==> src/sv/mtt_pkg.sv <==
// Shared types, constants and character classification functions for the tokenizer.
`timescale 1ns / 1ps

package mtt_pkg;

    localparam int CP_W = 21;
    localparam int DEFAULT_QUEUE_DEPTH = 4;

    // Result kinds.
    localparam logic [1:0] KIND_CHAR      = 2'd0;
    localparam logic [1:0] KIND_TOKEN_END = 2'd1;
    localparam logic [1:0] KIND_LINE_END  = 2'd2;

    // Slots of a command mask, in delivery order.
    localparam int SLOT_C0_PRE  = 0;
    localparam int SLOT_C0_CHR  = 1;
    localparam int SLOT_C0_POST = 2;
    localparam int SLOT_C1_PRE  = 3;
    localparam int SLOT_C1_CHR  = 4;
    localparam int SLOT_C1_POST = 5;
    localparam int SLOT_FIN_END = 6;
    localparam int SLOT_LINE    = 7;
    localparam int NUM_SLOTS    = 8;

    localparam logic [CP_W-1:0] CP_PERIOD = 21'h0002E;
    localparam logic [CP_W-1:0] CP_COMMA  = 21'h0002C;
    localparam logic [CP_W-1:0] CASE_OFFSET = 21'd32;

    // One command: which results to give and the two characters they may carry.
    typedef struct packed {
        logic [NUM_SLOTS-1:0] mask;
        logic [CP_W-1:0]      char0;
        logic [CP_W-1:0]      char1;
    } t_cmd;

    // Outcome of classifying one character.
    typedef struct packed {
        logic            pre_end;
        logic            chr_en;
        logic [CP_W-1:0] chr;
        logic            post_end;
        logic            open;
        logic            digit;
    } t_cls;

    function automatic logic is_decimal(input logic [CP_W-1:0] c);
        return (c >= 21'h30) && (c <= 21'h39);
    endfunction

    function automatic logic is_ideograph(input logic [CP_W-1:0] c);
        return ((c >= 21'h04E00) && (c <= 21'h09FFF)) ||
               ((c >= 21'h03400) && (c <= 21'h04DBF)) ||
               ((c >= 21'h20000) && (c <= 21'h2A6DF)) ||
               ((c >= 21'h2A700) && (c <= 21'h2EBEF)) ||
               ((c >= 21'h30000) && (c <= 21'h3134F));
    endfunction

    // Accented a/e and c-cedilla fold to their plain letters.
    function automatic logic [CP_W-1:0] flatten(input logic [CP_W-1:0] c);
        logic [CP_W-1:0] r;
        case (c)
            21'hE8, 21'hE9, 21'hEA, 21'hEB: r = 21'h65;
            21'hC8, 21'hC9, 21'hCA, 21'hCB: r = 21'h45;
            21'hE0, 21'hE1, 21'hE2, 21'hE4: r = 21'h61;
            21'hC0, 21'hC1, 21'hC2, 21'hC4: r = 21'h41;
            21'hE7: r = 21'h63;
            21'hC7: r = 21'h43;
            default: r = c;
        endcase
        return r;
    endfunction

    function automatic t_cls classify(input logic [CP_W-1:0] raw,
                                      input logic prev_digit,
                                      input logic tok_open,
                                      input logic next_digit);
        t_cls            r;
        logic [CP_W-1:0] c;
        logic            upper;
        logic            lower;
        logic            joined;
        c      = flatten(raw);
        upper  = (c >= 21'h41) && (c <= 21'h5A);
        lower  = (c >= 21'h61) && (c <= 21'h7A);
        joined = prev_digit && next_digit;
        r          = '0;
        r.chr      = c;
        r.digit    = is_decimal(c);
        if (upper || lower || is_decimal(c)) begin
            r.chr_en = 1'b1;
            r.open   = 1'b1;
            if (upper) begin
                r.chr = c + CASE_OFFSET;
            end
        end else if (c == CP_PERIOD) begin
            if (joined) begin
                r.chr_en = 1'b1;
                r.open   = 1'b1;
            end else begin
                r.pre_end = tok_open;
            end
        end else if (c == CP_COMMA) begin
            if (joined) begin
                r.open = tok_open;
            end else begin
                r.pre_end = tok_open;
            end
        end else if (is_ideograph(c)) begin
            r.pre_end  = tok_open;
            r.chr_en   = 1'b1;
            r.post_end = 1'b1;
        end else begin
            r.pre_end = tok_open;
        end
        return r;
    endfunction

endpackage

==> src/sv/mtt_front.sv <==
// Front end: takes input beats, runs the lookahead classification and builds commands.
`timescale 1ns / 1ps

module mtt_front
    import mtt_pkg::*;
(
    input  logic            i_clk,
    input  logic            i_rst_n,
    input  logic            i_in_valid,
    output logic            o_in_stall,
    input  logic [CP_W-1:0] i_codepoint,
    input  logic            i_char_valid,
    input  logic            i_line_end,
    input  logic            i_queue_full,
    output logic            o_push,
    output t_cmd            o_cmd
);

    logic [CP_W-1:0] r_held;
    logic            r_held_valid;
    logic            r_prev_digit;
    logic            r_tok_open;

    logic [CP_W-1:0] n_held;
    logic            n_held_valid;
    logic            n_prev_digit;
    logic            n_tok_open;

    t_cls            cls0;
    t_cls            cls1;
    logic            en0;
    logic            en1;
    logic            tok_a;
    logic            prev_a;
    logic            tok_b;
    logic [CP_W-1:0] held_b;
    logic            held_valid_b;
    logic            accept;

    always_comb begin
        en0    = i_char_valid && r_held_valid;
        cls0   = classify(r_held, r_prev_digit, r_tok_open, is_decimal(i_codepoint));
        tok_a  = en0 ? cls0.open  : r_tok_open;
        prev_a = en0 ? cls0.digit : r_prev_digit;

        held_b       = i_char_valid ? i_codepoint : r_held;
        held_valid_b = i_char_valid || r_held_valid;

        // At a line end the last held character sees no lookahead.
        en1   = i_line_end && held_valid_b;
        cls1  = classify(held_b, prev_a, tok_a, 1'b0);
        tok_b = en1 ? cls1.open : tok_a;

        o_cmd                     = '0;
        o_cmd.char0               = cls0.chr;
        o_cmd.char1               = cls1.chr;
        o_cmd.mask[SLOT_C0_PRE]   = en0 && cls0.pre_end;
        o_cmd.mask[SLOT_C0_CHR]   = en0 && cls0.chr_en;
        o_cmd.mask[SLOT_C0_POST]  = en0 && cls0.post_end;
        o_cmd.mask[SLOT_C1_PRE]   = en1 && cls1.pre_end;
        o_cmd.mask[SLOT_C1_CHR]   = en1 && cls1.chr_en;
        o_cmd.mask[SLOT_C1_POST]  = en1 && cls1.post_end;
        o_cmd.mask[SLOT_FIN_END]  = i_line_end && tok_b;
        o_cmd.mask[SLOT_LINE]     = i_line_end;

        accept = i_in_valid && !i_queue_full;
        o_push = accept && (o_cmd.mask != '0);

        n_held       = r_held;
        n_held_valid = r_held_valid;
        n_prev_digit = r_prev_digit;
        n_tok_open   = r_tok_open;
        if (accept) begin
            if (i_line_end) begin
                n_held       = '0;
                n_held_valid = 1'b0;
                n_prev_digit = 1'b0;
                n_tok_open   = 1'b0;
            end else begin
                n_held       = held_b;
                n_held_valid = held_valid_b;
                n_prev_digit = prev_a;
                n_tok_open   = tok_a;
            end
        end
    end

    assign o_in_stall = i_queue_full;

    always_ff @(posedge i_clk) begin
        if (!i_rst_n) begin
            r_held       <= '0;
            r_held_valid <= 1'b0;
            r_prev_digit <= 1'b0;
            r_tok_open   <= 1'b0;
        end else begin
            r_held       <= n_held;
            r_held_valid <= n_held_valid;
            r_prev_digit <= n_prev_digit;
            r_tok_open   <= n_tok_open;
        end
    end

endmodule

==> src/sv/mtt_queue.sv <==
// Small register queue of commands between the front and back ends.
`timescale 1ns / 1ps

module mtt_queue
    import mtt_pkg::*;
#(
    parameter int DEPTH = DEFAULT_QUEUE_DEPTH
) (
    input  logic i_clk,
    input  logic i_rst_n,
    input  logic i_push,
    input  t_cmd i_cmd,
    input  logic i_pop,
    output logic o_valid,
    output logic o_full,
    output t_cmd o_head
);

    localparam int PTR_W = $clog2(DEPTH);
    localparam int CNT_W = $clog2(DEPTH + 1);
    localparam logic [PTR_W-1:0] LAST_PTR = PTR_W'(DEPTH - 1);
    localparam logic [CNT_W-1:0] FULL_CNT = CNT_W'(DEPTH);

    t_cmd             r_mem [DEPTH];
    logic [PTR_W-1:0] r_wr_ptr;
    logic [PTR_W-1:0] r_rd_ptr;
    logic [CNT_W-1:0] r_count;

    logic do_push;
    logic do_pop;

    assign o_valid = (r_count != '0);
    assign o_full  = (r_count == FULL_CNT);
    assign o_head  = r_mem[r_rd_ptr];
    assign do_push = i_push && !o_full;
    assign do_pop  = i_pop && o_valid;

    always_ff @(posedge i_clk) begin
        if (do_push) begin
            r_mem[r_wr_ptr] <= i_cmd;
        end
    end

    always_ff @(posedge i_clk) begin
        if (!i_rst_n) begin
            r_wr_ptr <= '0;
            r_rd_ptr <= '0;
            r_count  <= '0;
        end else begin
            if (do_push) begin
                r_wr_ptr <= (r_wr_ptr == LAST_PTR) ? '0 : r_wr_ptr + 1'b1;
            end
            if (do_pop) begin
                r_rd_ptr <= (r_rd_ptr == LAST_PTR) ? '0 : r_rd_ptr + 1'b1;
            end
            case ({do_push, do_pop})
                2'b10:   r_count <= r_count + 1'b1;
                2'b01:   r_count <= r_count - 1'b1;
                default: r_count <= r_count;
            endcase
        end
    end

endmodule

==> src/sv/mtt_back.sv <==
// Back end: walks each command's mask and delivers one result beat per cycle while the output is not stalled.
`timescale 1ns / 1ps

module mtt_back
    import mtt_pkg::*;
(
    input  logic            i_clk,
    input  logic            i_rst_n,
    input  logic            i_q_valid,
    input  t_cmd            i_q_head,
    output logic            o_pop,
    output logic            o_out_valid,
    input  logic            i_out_stall,
    output logic [1:0]      o_kind,
    output logic [CP_W-1:0] o_token_char,
    output logic            o_last
);

    logic [NUM_SLOTS-1:0] r_mask;
    logic [CP_W-1:0]      r_char0;
    logic [CP_W-1:0]      r_char1;
    logic                 r_out_valid;
    logic [1:0]           r_kind;
    logic [CP_W-1:0]      r_token_char;
    logic                 r_last;

    logic                 load_ok;
    logic                 use_q;
    logic [NUM_SLOTS-1:0] src;
    logic [NUM_SLOTS-1:0] sel;
    logic [NUM_SLOTS-1:0] rem;
    logic [CP_W-1:0]      src_char0;
    logic [CP_W-1:0]      src_char1;
    logic [1:0]           n_kind;
    logic [CP_W-1:0]      n_token_char;

    always_comb begin
        load_ok   = !r_out_valid || !i_out_stall;
        use_q     = (r_mask == '0);
        src       = use_q ? (i_q_valid ? i_q_head.mask : '0) : r_mask;
        src_char0 = use_q ? i_q_head.char0 : r_char0;
        src_char1 = use_q ? i_q_head.char1 : r_char1;
        // Lowest pending slot goes out first.
        sel       = src & (~src + 1'b1);
        rem       = src & ~sel;

        n_kind       = KIND_TOKEN_END;
        n_token_char = '0;
        if (sel[SLOT_C0_CHR]) begin
            n_kind       = KIND_CHAR;
            n_token_char = src_char0;
        end else if (sel[SLOT_C1_CHR]) begin
            n_kind       = KIND_CHAR;
            n_token_char = src_char1;
        end else if (sel[SLOT_LINE]) begin
            n_kind = KIND_LINE_END;
        end

        o_pop = load_ok && use_q && i_q_valid;
    end

    always_ff @(posedge i_clk) begin
        if (!i_rst_n) begin
            r_mask      <= '0;
            r_out_valid <= 1'b0;
        end else if (load_ok) begin
            r_out_valid <= (src != '0);
            r_mask      <= rem;
        end
    end

    always_ff @(posedge i_clk) begin
        if (load_ok) begin
            r_kind       <= n_kind;
            r_token_char <= n_token_char;
            r_last       <= (rem == '0);
            if (use_q) begin
                r_char0 <= i_q_head.char0;
                r_char1 <= i_q_head.char1;
            end
        end
    end

    assign o_out_valid  = r_out_valid;
    assign o_kind       = r_kind;
    assign o_token_char = r_token_char;
    assign o_last       = r_last;

endmodule

==> src/sv/mixed_text_tokenizer_top.sv <==
// Top level of the mixed text tokenizer: front end, command queue and back end.
`timescale 1ns / 1ps

// The tokenizer takes one decoded codepoint beat per cycle while input stall is
// low and turns it into token characters, end-of-token marks and end-of-line
// marks. One character is held back for one character of lookahead, so the
// results of a character appear when the next character (or the line end)
// arrives. The front end classifies each input beat in the cycle it is accepted
// and turns it into a command of up to six results; a command queue of
// QUEUE_DEPTH entries carries those commands to the back end, which delivers
// exactly one result beat per cycle, while the output is not stalled, from a
// registered output stage; beats that cause one result or none then flow at
// one beat per cycle. Input stall rises only when the command queue is full,
// which happens when bursts from ideographs and line ends outpace the output
// or the output is stalled. The last flag marks the final result of each input
// beat; a beat that carries neither a character nor a line end gives nothing.
// Codepoints above the Unicode range are treated as delimiters.

module mixed_text_tokenizer_top
    import mtt_pkg::*;
#(
    parameter int QUEUE_DEPTH = DEFAULT_QUEUE_DEPTH
) (
    input  logic            i_clk,
    input  logic            i_rst_n,
    input  logic            i_in_valid,
    output logic            o_in_stall,
    input  logic [CP_W-1:0] i_codepoint,
    input  logic            i_char_valid,
    input  logic            i_line_end,
    output logic            o_out_valid,
    input  logic            i_out_stall,
    output logic [1:0]      o_kind,
    output logic [CP_W-1:0] o_token_char,
    output logic            o_last
);

    logic q_push;
    logic q_pop;
    logic q_valid;
    logic q_full;
    t_cmd front_cmd;
    t_cmd q_head;

    // Front end: lookahead classification and token state.
    mtt_front u_front (
        .i_clk        (i_clk),
        .i_rst_n      (i_rst_n),
        .i_in_valid   (i_in_valid),
        .o_in_stall   (o_in_stall),
        .i_codepoint  (i_codepoint),
        .i_char_valid (i_char_valid),
        .i_line_end   (i_line_end),
        .i_queue_full (q_full),
        .o_push       (q_push),
        .o_cmd        (front_cmd)
    );

    // Decouples the classification rate from the output rate.
    mtt_queue #(
        .DEPTH (QUEUE_DEPTH)
    ) u_queue (
        .i_clk   (i_clk),
        .i_rst_n (i_rst_n),
        .i_push  (q_push),
        .i_cmd   (front_cmd),
        .i_pop   (q_pop),
        .o_valid (q_valid),
        .o_full  (q_full),
        .o_head  (q_head)
    );

    // Back end: one result beat per cycle while the output is not stalled.
    mtt_back u_back (
        .i_clk        (i_clk),
        .i_rst_n      (i_rst_n),
        .i_q_valid    (q_valid),
        .i_q_head     (q_head),
        .o_pop        (q_pop),
        .o_out_valid  (o_out_valid),
        .i_out_stall  (i_out_stall),
        .o_kind       (o_kind),
        .o_token_char (o_token_char),
        .o_last       (o_last)
    );

`ifndef SYNTHESIS
    // The front end must never push into a full queue.
    a_no_push_full: assert property (@(posedge i_clk) disable iff (!i_rst_n)
        q_push |-> !q_full)
        else $error("command pushed into a full queue");

    // An end of line is always the final result of its input beat.
    a_line_last: assert property (@(posedge i_clk) disable iff (!i_rst_n)
        (o_out_valid && (o_kind == KIND_LINE_END)) |-> o_last)
        else $error("end of line without last flag");

    // Only token characters carry a codepoint.
    a_mark_zero: assert property (@(posedge i_clk) disable iff (!i_rst_n)
        (o_out_valid && (o_kind != KIND_CHAR)) |-> (o_token_char == '0))
        else $error("mark beat carries a nonzero character");

    // A beat with no results pushes nothing: a push carries at least one result.
    a_push_nonempty: assert property (@(posedge i_clk) disable iff (!i_rst_n)
        q_push |-> (front_cmd.mask != '0))
        else $error("empty command pushed");
`endif

endmodule
==> config.mk <==
export PLATFORM = sky130hd
export DESIGN_NAME = mixed_text_tokenizer_top
export DESIGN_NICKNAME = d
export VERILOG_FILES = /design/src/sv/mtt_pkg.sv /design/src/sv/mtt_front.sv /design/src/sv/mtt_queue.sv /design/src/sv/mtt_back.sv /design/src/sv/mixed_text_tokenizer_top.sv
export SDC_FILE = /design/constraint.sdc
export NUM_CORES = 1
export LEC_CHECK = 0
export BUFFER_PORTS_ARGS = -buffer_cell sky130_fd_sc_hd__buf_2
export CORE_ASPECT_RATIO = 0.6
export CORE_MARGIN = 4
export CORE_UTILIZATION = 56
export CTS_CLUSTER_SIZE = 8
export DETAILED_ROUTE_END_ITERATION = 16
export PLACE_DENSITY = 0.73
export RECOVER_POWER = 100
export SLEW_MARGIN = 20
export SYNTH_ARGS = -nofsm -noshare
export SYNTH_HDL_FRONTEND = slang
export SYNTH_SLANG_ARGS = --single-unit
export TNS_END_PERCENT = 10
==> constraint.sdc <==
create_clock -name i_clk -period 6.16 [get_ports i_clk]
set_input_delay 0.308 -clock i_clk [delete_from_list [all_inputs] [get_ports i_clk]]
set_output_delay 0.308 -clock i_clk [all_outputs]
set_load 0.01 [all_outputs]
# Yosys cells after proc, flatten, opt, wreduce, memory -nomap -nowiden
# Memory sizes are Yosys's and may differ from the RTL's. A register that Yosys moved wholly into a read port is not among the register bits.
# Index checks and enable logic that the tools add are counted.
[op_classes]
add_sub_neg = 7
n_mul = 0
n_div = 0
n_lt_le_gt_ge = 34
eq_ne = 45
shift = 0
n_mux = 49
bitwise_logic = 4
n_reduce_logical = 67
[ops]
columns = ["op", "n"]
rows = [
  ["$eq A21 B8 Y1 const B", 36],
  ["$pmux W21 S6", 2],
  ["$mux W21", 10],
  ["$ge A21 B18 Y1 const B", 6],
  ["$le A21 B18 Y1 const B", 6],
  ["$eq A21 B6 Y1 const B", 4],
  ["$ge A21 B7 Y1 const B", 4],
  ["$le A21 B7 Y1 const B", 4],
  ["$ge A21 B6 Y1 const B", 3],
  ["$le A21 B6 Y1 const B", 3],
  ["$add A21 B6 Y21 const B", 2],
  ["$ge A21 B14 Y1 const B", 2],
  ["$ge A21 B15 Y1 const B", 2],
  ["$le A21 B15 Y1 const B", 2],
  ["$le A21 B16 Y1 const B", 2],
  ["$logic_and A1 B1 Y1", 33],
  ["$reduce_or A4 Y1", 8],
  ["$mux W1", 28],
  ["$and A8 B8 Y8", 2],
  ["$logic_not A8 Y1", 2],
  ["$mux W8", 2],
  ["$not A8 Y8", 2],
  ["$reduce_bool A8 Y1", 2],
  ["$logic_or A1 B1 Y1", 14],
  ["other kinds (14)", 25],
]
[word_totals]
register_bits = 106
latch_bits = 0
mem_bits_rw = 200
rom_bits = 0
out_inout_bits = 26
memories = 1
[memory_table]
columns = ["name", "words", "width", "read_ports", "rd_ports_with_merged_regs", "write_ports", "line_no", "source"]
rows = [
  ["u_queue.r_mem", 4, 50, 1, 1, 1, "mtt_queue.sv:24", "t_cmd r_mem [DEPTH];"],
]

# Logic depth before layout (Yosys ltp)
[depth]
depth_word = 20
depth_mapped = 17
mapped_depth_nobuf = 14

# Hierarchy
# From an unflattened synthesis, not the netlist that was laid out.
[unflattened]
hier_cells = 1028
hier_area_um2 = 14506.4
[modules_own_cells]
columns = ["module", "n_inst", "cells_per_inst", "area_per_inst_um2", "seq_area_each_um2"]
rows = [
  ["mtt_queue", 1, 318, 7767.4, 6185.9],
  ["mtt_front", 1, 485, 3385.7, 480.5],
  ["mtt_back", 1, 225, 3353.2, 2142.1],
]

# Least setup slack after synthesis
# No wires, ideal clock.
[synth_timing]
path_type = "flip-flop to flip-flop"
startpoint = "reg u_front.r_held[11]"
endpoint = "mem u_queue.r_mem[0][0] (netlist name), enable pin"
arrival_time_ps = 4520
slack_ps = 1182
stages_incl_launch_ff = 8
synth_period_minus_slack_ps = 4978
cell_sequence = "dfxtp_1 > or4_4 > or4b_1 > or3_1 > or3_4 > nand3b_4 > o41ai_4 > nor2_1"
[synth_between]
elab_chain_len = 20
elab_cells_between_ends = 143
[synth_rtl]
columns = ["item", "line_no", "source"]
rows = [
  ["start: declaration", "mtt_front.sv:19", "logic [CP_W-1:0] r_held;"],
  ["start signal: assignment", "mtt_front.sv:97", "r_held <= n_held;"],
  ["$mux W21", "mtt_front.sv:46", "held_b = i_char_valid ? i_codepoint : r_held;"],
  ["$eq A21 B8 Y1", "mtt_pkg.sv:61", "case (c)"],
  ["$reduce_or A4 Y1", "mtt_pkg.sv:61", ""],
  ["$pmux W21 S6", "mtt_pkg.sv:61", ""],
  ["$ge A21 B15 Y1 (tied with other cells)", "mtt_pkg.sv:51", "return ((c >= 21'h04E00) && (c <= 21'h09FFF)) ||"],
  ["$logic_and A1 B1 Y1 (on tied branches)", "mtt_pkg.sv:51, mtt_pkg.sv:52", ""],
  ["$logic_or A1 B1 Y1", "mtt_pkg.sv:51", ""],
  ["$logic_or A1 B1 Y1", "mtt_pkg.sv:52", "((c >= 21'h03400) && (c <= 21'h04DBF)) ||"],
  ["(+4 left out)", "-", ""],
  ["$mux W1", "mtt_pkg.sv:95", "end else if (c == CP_PERIOD) begin"],
  ["$mux W1", "mtt_pkg.sv:89", "if (upper || lower || is_decimal(c)) begin"],
  ["$logic_and A1 B1 Y1 (on tied branches)", "mtt_front.sv:61, mtt_front.sv:62", ""],
  ["$reduce_bool A8 Y1 *", "mtt_front.sv:67", "o_push = accept && (o_cmd.mask != '0);"],
  ["$logic_and A1 B1 Y1 *", "mtt_front.sv:67", ""],
  ["$logic_and A1 B1 Y1 *", "mtt_queue.sv:35", "assign do_push = i_push && !o_full;"],
  ["$mux W1 *", "mtt_queue.sv:39", "if (do_push) begin"],
  ["$mux W1 (implied by the code) *", "mtt_queue.sv:40", "r_mem[r_wr_ptr] <= i_cmd;"],
  ["end: declaration", "mtt_queue.sv:24", ""],
]
# Mark *: on every way between the ends. The rest lies on a longest branch, timed or not.

# Final worst setup path
[layout_timing]
startpoint = "reg u_front.r_held[11]"
endpoint = "mem u_queue.r_mem[1][12] (netlist name), enable pin"
# Same word-level chain as after synthesis.

==> results.toml <==
[synth]
synth_area_leaders = "edfxtp_1 (55%), mux4_2 (7.8%), dfxtp_1 (5.7%), mux2_2 (4.2%), a21oi_1 (1.8%)"
synth_seq_area_share = 0.609
synth.mux.area_fraction = 0.131
synth_common_cells = "edfxtp_1 (266), clkbuf_1 (69), nand2_1 (58)"
ys_ff_latch = 307
synthCells = 1068
synth_xor_area_frac = 0.00242
synth_ff_type = "edfxtp_1"
synth_top_family_by_area = "multiplexers"
synth_top_area_cell = "edfxtp_1"
synth_most_common_cell = "edfxtp_1"
syn_nets = 1110
synth_simple_gate_area_frac = 0.120
synthArstFlopShare = 0
synthAdderAreaFrac = 0.0135
avgSynthCellArea_sq_um = 13.5
synth_edf_count = 266
yosysWarnings = 0
synth_compound_area_frac = 0.0926
synth_top_area_frac = 0.552
synthDistinctLibCells = 80
syn_area_sq_um = 14500

[clock_tree]
post_cts_buffers = 0
cts_hold_buffers = 0
clock-root-buffer = "clkbuf_16"
cts_buffers = 44
cts_buffer_depth = 3
cts_resized = 0
h-tree-depth = 2
cts_sinks = 307
path_clk_slew_ns = 0.05
cts_tree = "done"
clock_latency_ns = 0.55

[die]
coreArea_sq_um = 25300
chipHeight_microns = 132
rows = 45
ios = 53
start_util = 0.571
fp.dieW_microns = 215
die-area_sq_um = 28500

[global_routing]
antenna_found_initial = 5
grt_pass1_wl_microns = 55800
grt.overflow.total = 0
grt_start_max_net_pins = 74
grt_pass1_vias = 9231
grt.total_usage = 0.253

[routing]
ant_nets = 0
drc = 0
drtIter0Drc = 1284
wl_microns = 35900
wl_per_cell_microns = 24.4
via_count = 9630
firstDrtPassIters = 5
vias_per_cell = 6.56

[sta]
hold_viol = 0
slew_violations = 266
slew_headroom = -0.881
fin_setup_tns_ns = 0
tightest_slew_ns = 2.82
finClkSkew_ns = 0.0154
finalCritPeriodShare = 0.869
max_freq_mhz = 187
setup_viol = 0
rsz0062_at_grt = "no"
finalCriticalPeriod_ns = 5.36

[placed_design]
dp.cells = 1385
port-buffer-count = 52
gp_congestion = 0.953
hpwl_microns = 23200

[critical_path]
slowest_stage = "clkbuf_2"
crit_required_ns = 6.30
cp-start-kind = "flip-flop"
critPathTopFamily = "simple AND/OR/NAND/NOR gates"
critPathMostFrequentCell = "or3_1"
path_buf_inv = 1
crit_type = "flip-flop to flip-flop"
endpoint_kind = "flip-flop"
crit_arrival_ns = 5.50
cpPeakStageDelay_ns = 1.21
crit_path_max_fanout = 45
cp_cell_sequence = "or4_4 -> or4b_1 -> or3_1 -> or3_1 -> nand3b_1 -> o41ai_4 -> nor2_1 -> clkbuf_2"

[job]
cap_violations = 6

[finish]
drive_gt1_frac = 0.142
fillCellCount = 1863
instances_no_fill = 1469
nets = 1144
seq_area_sq_um = 8810
multi_input_area_sq_um = 5200
area_delta_synth_final_pct = 12.1
utilization = 0.640

[worst_hold_path]
holdCritPathClass = "primary input to flip-flop"

[pwr]
pwr_density_cell_nw_per_um2 = 426
leakagePower_nw = 5.52
ir_drop_mv = 0.284
fin_total_pwr_mw = 6.91

[outcome]
violations = "max-capacitance violations, max-slew violations"
outcome = "complete, but fails checks"
## logic make-up (layout without fill, tap and decap cells)
family                     Yosys count  in the layout
AOI/OAI and AO/OA                  193            193
xor gates and xnor gates             4              4
adders and majority gates           15             15
buffers and inverters              119            188
DFF                                307            307
muxes                              120            120
other                                0              3
and+or+nand+nor                    310            310
## where the power goes
part           switching, mW  internal [mW]  total [mW]  leakage, nW
Combinational           1.04          0.742        1.78         2.00
Sequential             0.158           2.70        2.86         2.90
Clock                  0.866           1.40        2.26        0.625
Total                   2.07           4.84        6.91         5.52
## registers in the layout (all words and copies together) (netlist names), 2 cells and up, named ones only
signal,count
u_back.r_char0,21
u_queue.r_count,3
u_queue.r_rd_ptr,2
u_back.o_kind,2
u_back.o_token_char,21
u_queue.r_mem,200
u_queue.r_wr_ptr,2
u_front.r_held,21
u_back.r_char1,21
u_back.r_mask,7
## per-layer routing
layer,vias up,part of all wire,global-route usage
li1,4266,-,-
met1,4800,0.46,0.401
met2,507,0.40,0.327
met3,55,0.12,0.0858
met4,2,0.024,0.0787
met5,-,0.00036,0
## worst paths after layout
path | startpoint | to | cells after the start | slack (ns)
max | u_front.r_held[11]$_SDFFE_PN0P_ | u_queue.r_mem[1][12]$_DFFE_PP_ | 8 | 0.80
min | i_in_valid | u_front.r_tok_open$_SDFFE_PN0P_ | 4 | 0.33
max reg2reg | u_front.r_held[11]$_SDFFE_PN0P_ | u_queue.r_mem[1][12]$_DFFE_PP_ | 8 | 0.80
min reg2reg | u_back.r_mask[4]$_SDFFE_PN0N_ | u_back.r_mask[4]$_SDFFE_PN0N_ | 2 | 0.50
## cell type report
type,instances,share of cell area
Tap cell,329,0.0254
Sequential cell,307,0.544
Clock inverter,2,0.00247
Inverter,34,0.00787
Antenna cell,3,0.000463
Clock buffer,79,0.0786
Multi-Input combinational cell,642,0.321
Timing Repair Buffer,73,0.0206
## cells in the final DEF, fill, tap and decap left out, types with 4 or more instances in the layout
cell       synthesis  routed
a211oi_1           7       7
a21boi_0           8       8
a21o_1             7       7
a21oi_1           53      52
a22o_1            22      22
a31oi_1           10      10
a41oi_1            5       5
and2_0             0       8
and3_1            14      14
buf_2              8      24
buf_4              0       7
clkbuf_1          69      72
clkbuf_16          0      46
dfxtp_1           41      40
edfxtp_1         266     266
ha_1              14      14
inv_1             33      33
mux2_1             0      41
mux2_2            54      13
mux2i_1           16      16
mux4_2            50      50
nand2_1           58      57
nand2b_1           6       6
nand3_1           34      34
nand4_1            8       8
nand4b_1           4       4
nor2_1            33      31
nor2b_1           35      34
nor3_1            43      43
nor3b_1            6       6
nor4_1            13      13
nor4b_1            5       5
nor4bb_1           4       4
o21ai_0           30      31
o22ai_1            4       4
or2_2              5       5
or3_1              8       9
or4_1              7       7
or4b_1             5       5
## per-stage QoR
step	setup WS [ns]	instance area [sq um]	hold WS [ns]
2_1_floorplan	1.18	14500	0.407
3_3_place_gp	1.44	15000	0.474
3_5_place_dp	1.35	15000	0.485
4_1_cts	1.31	16300	0.282
5_1_grt	0.579	16200	0.325
6_report	0.805	16200	0.329
## worst min-delay path, delay by kind of cell
family,cells,cell delay [ns]
compound gates,1,0.07
buf+inv,1,0.10
simple gates,2,0.35
(Power assumes the default switching activity.)
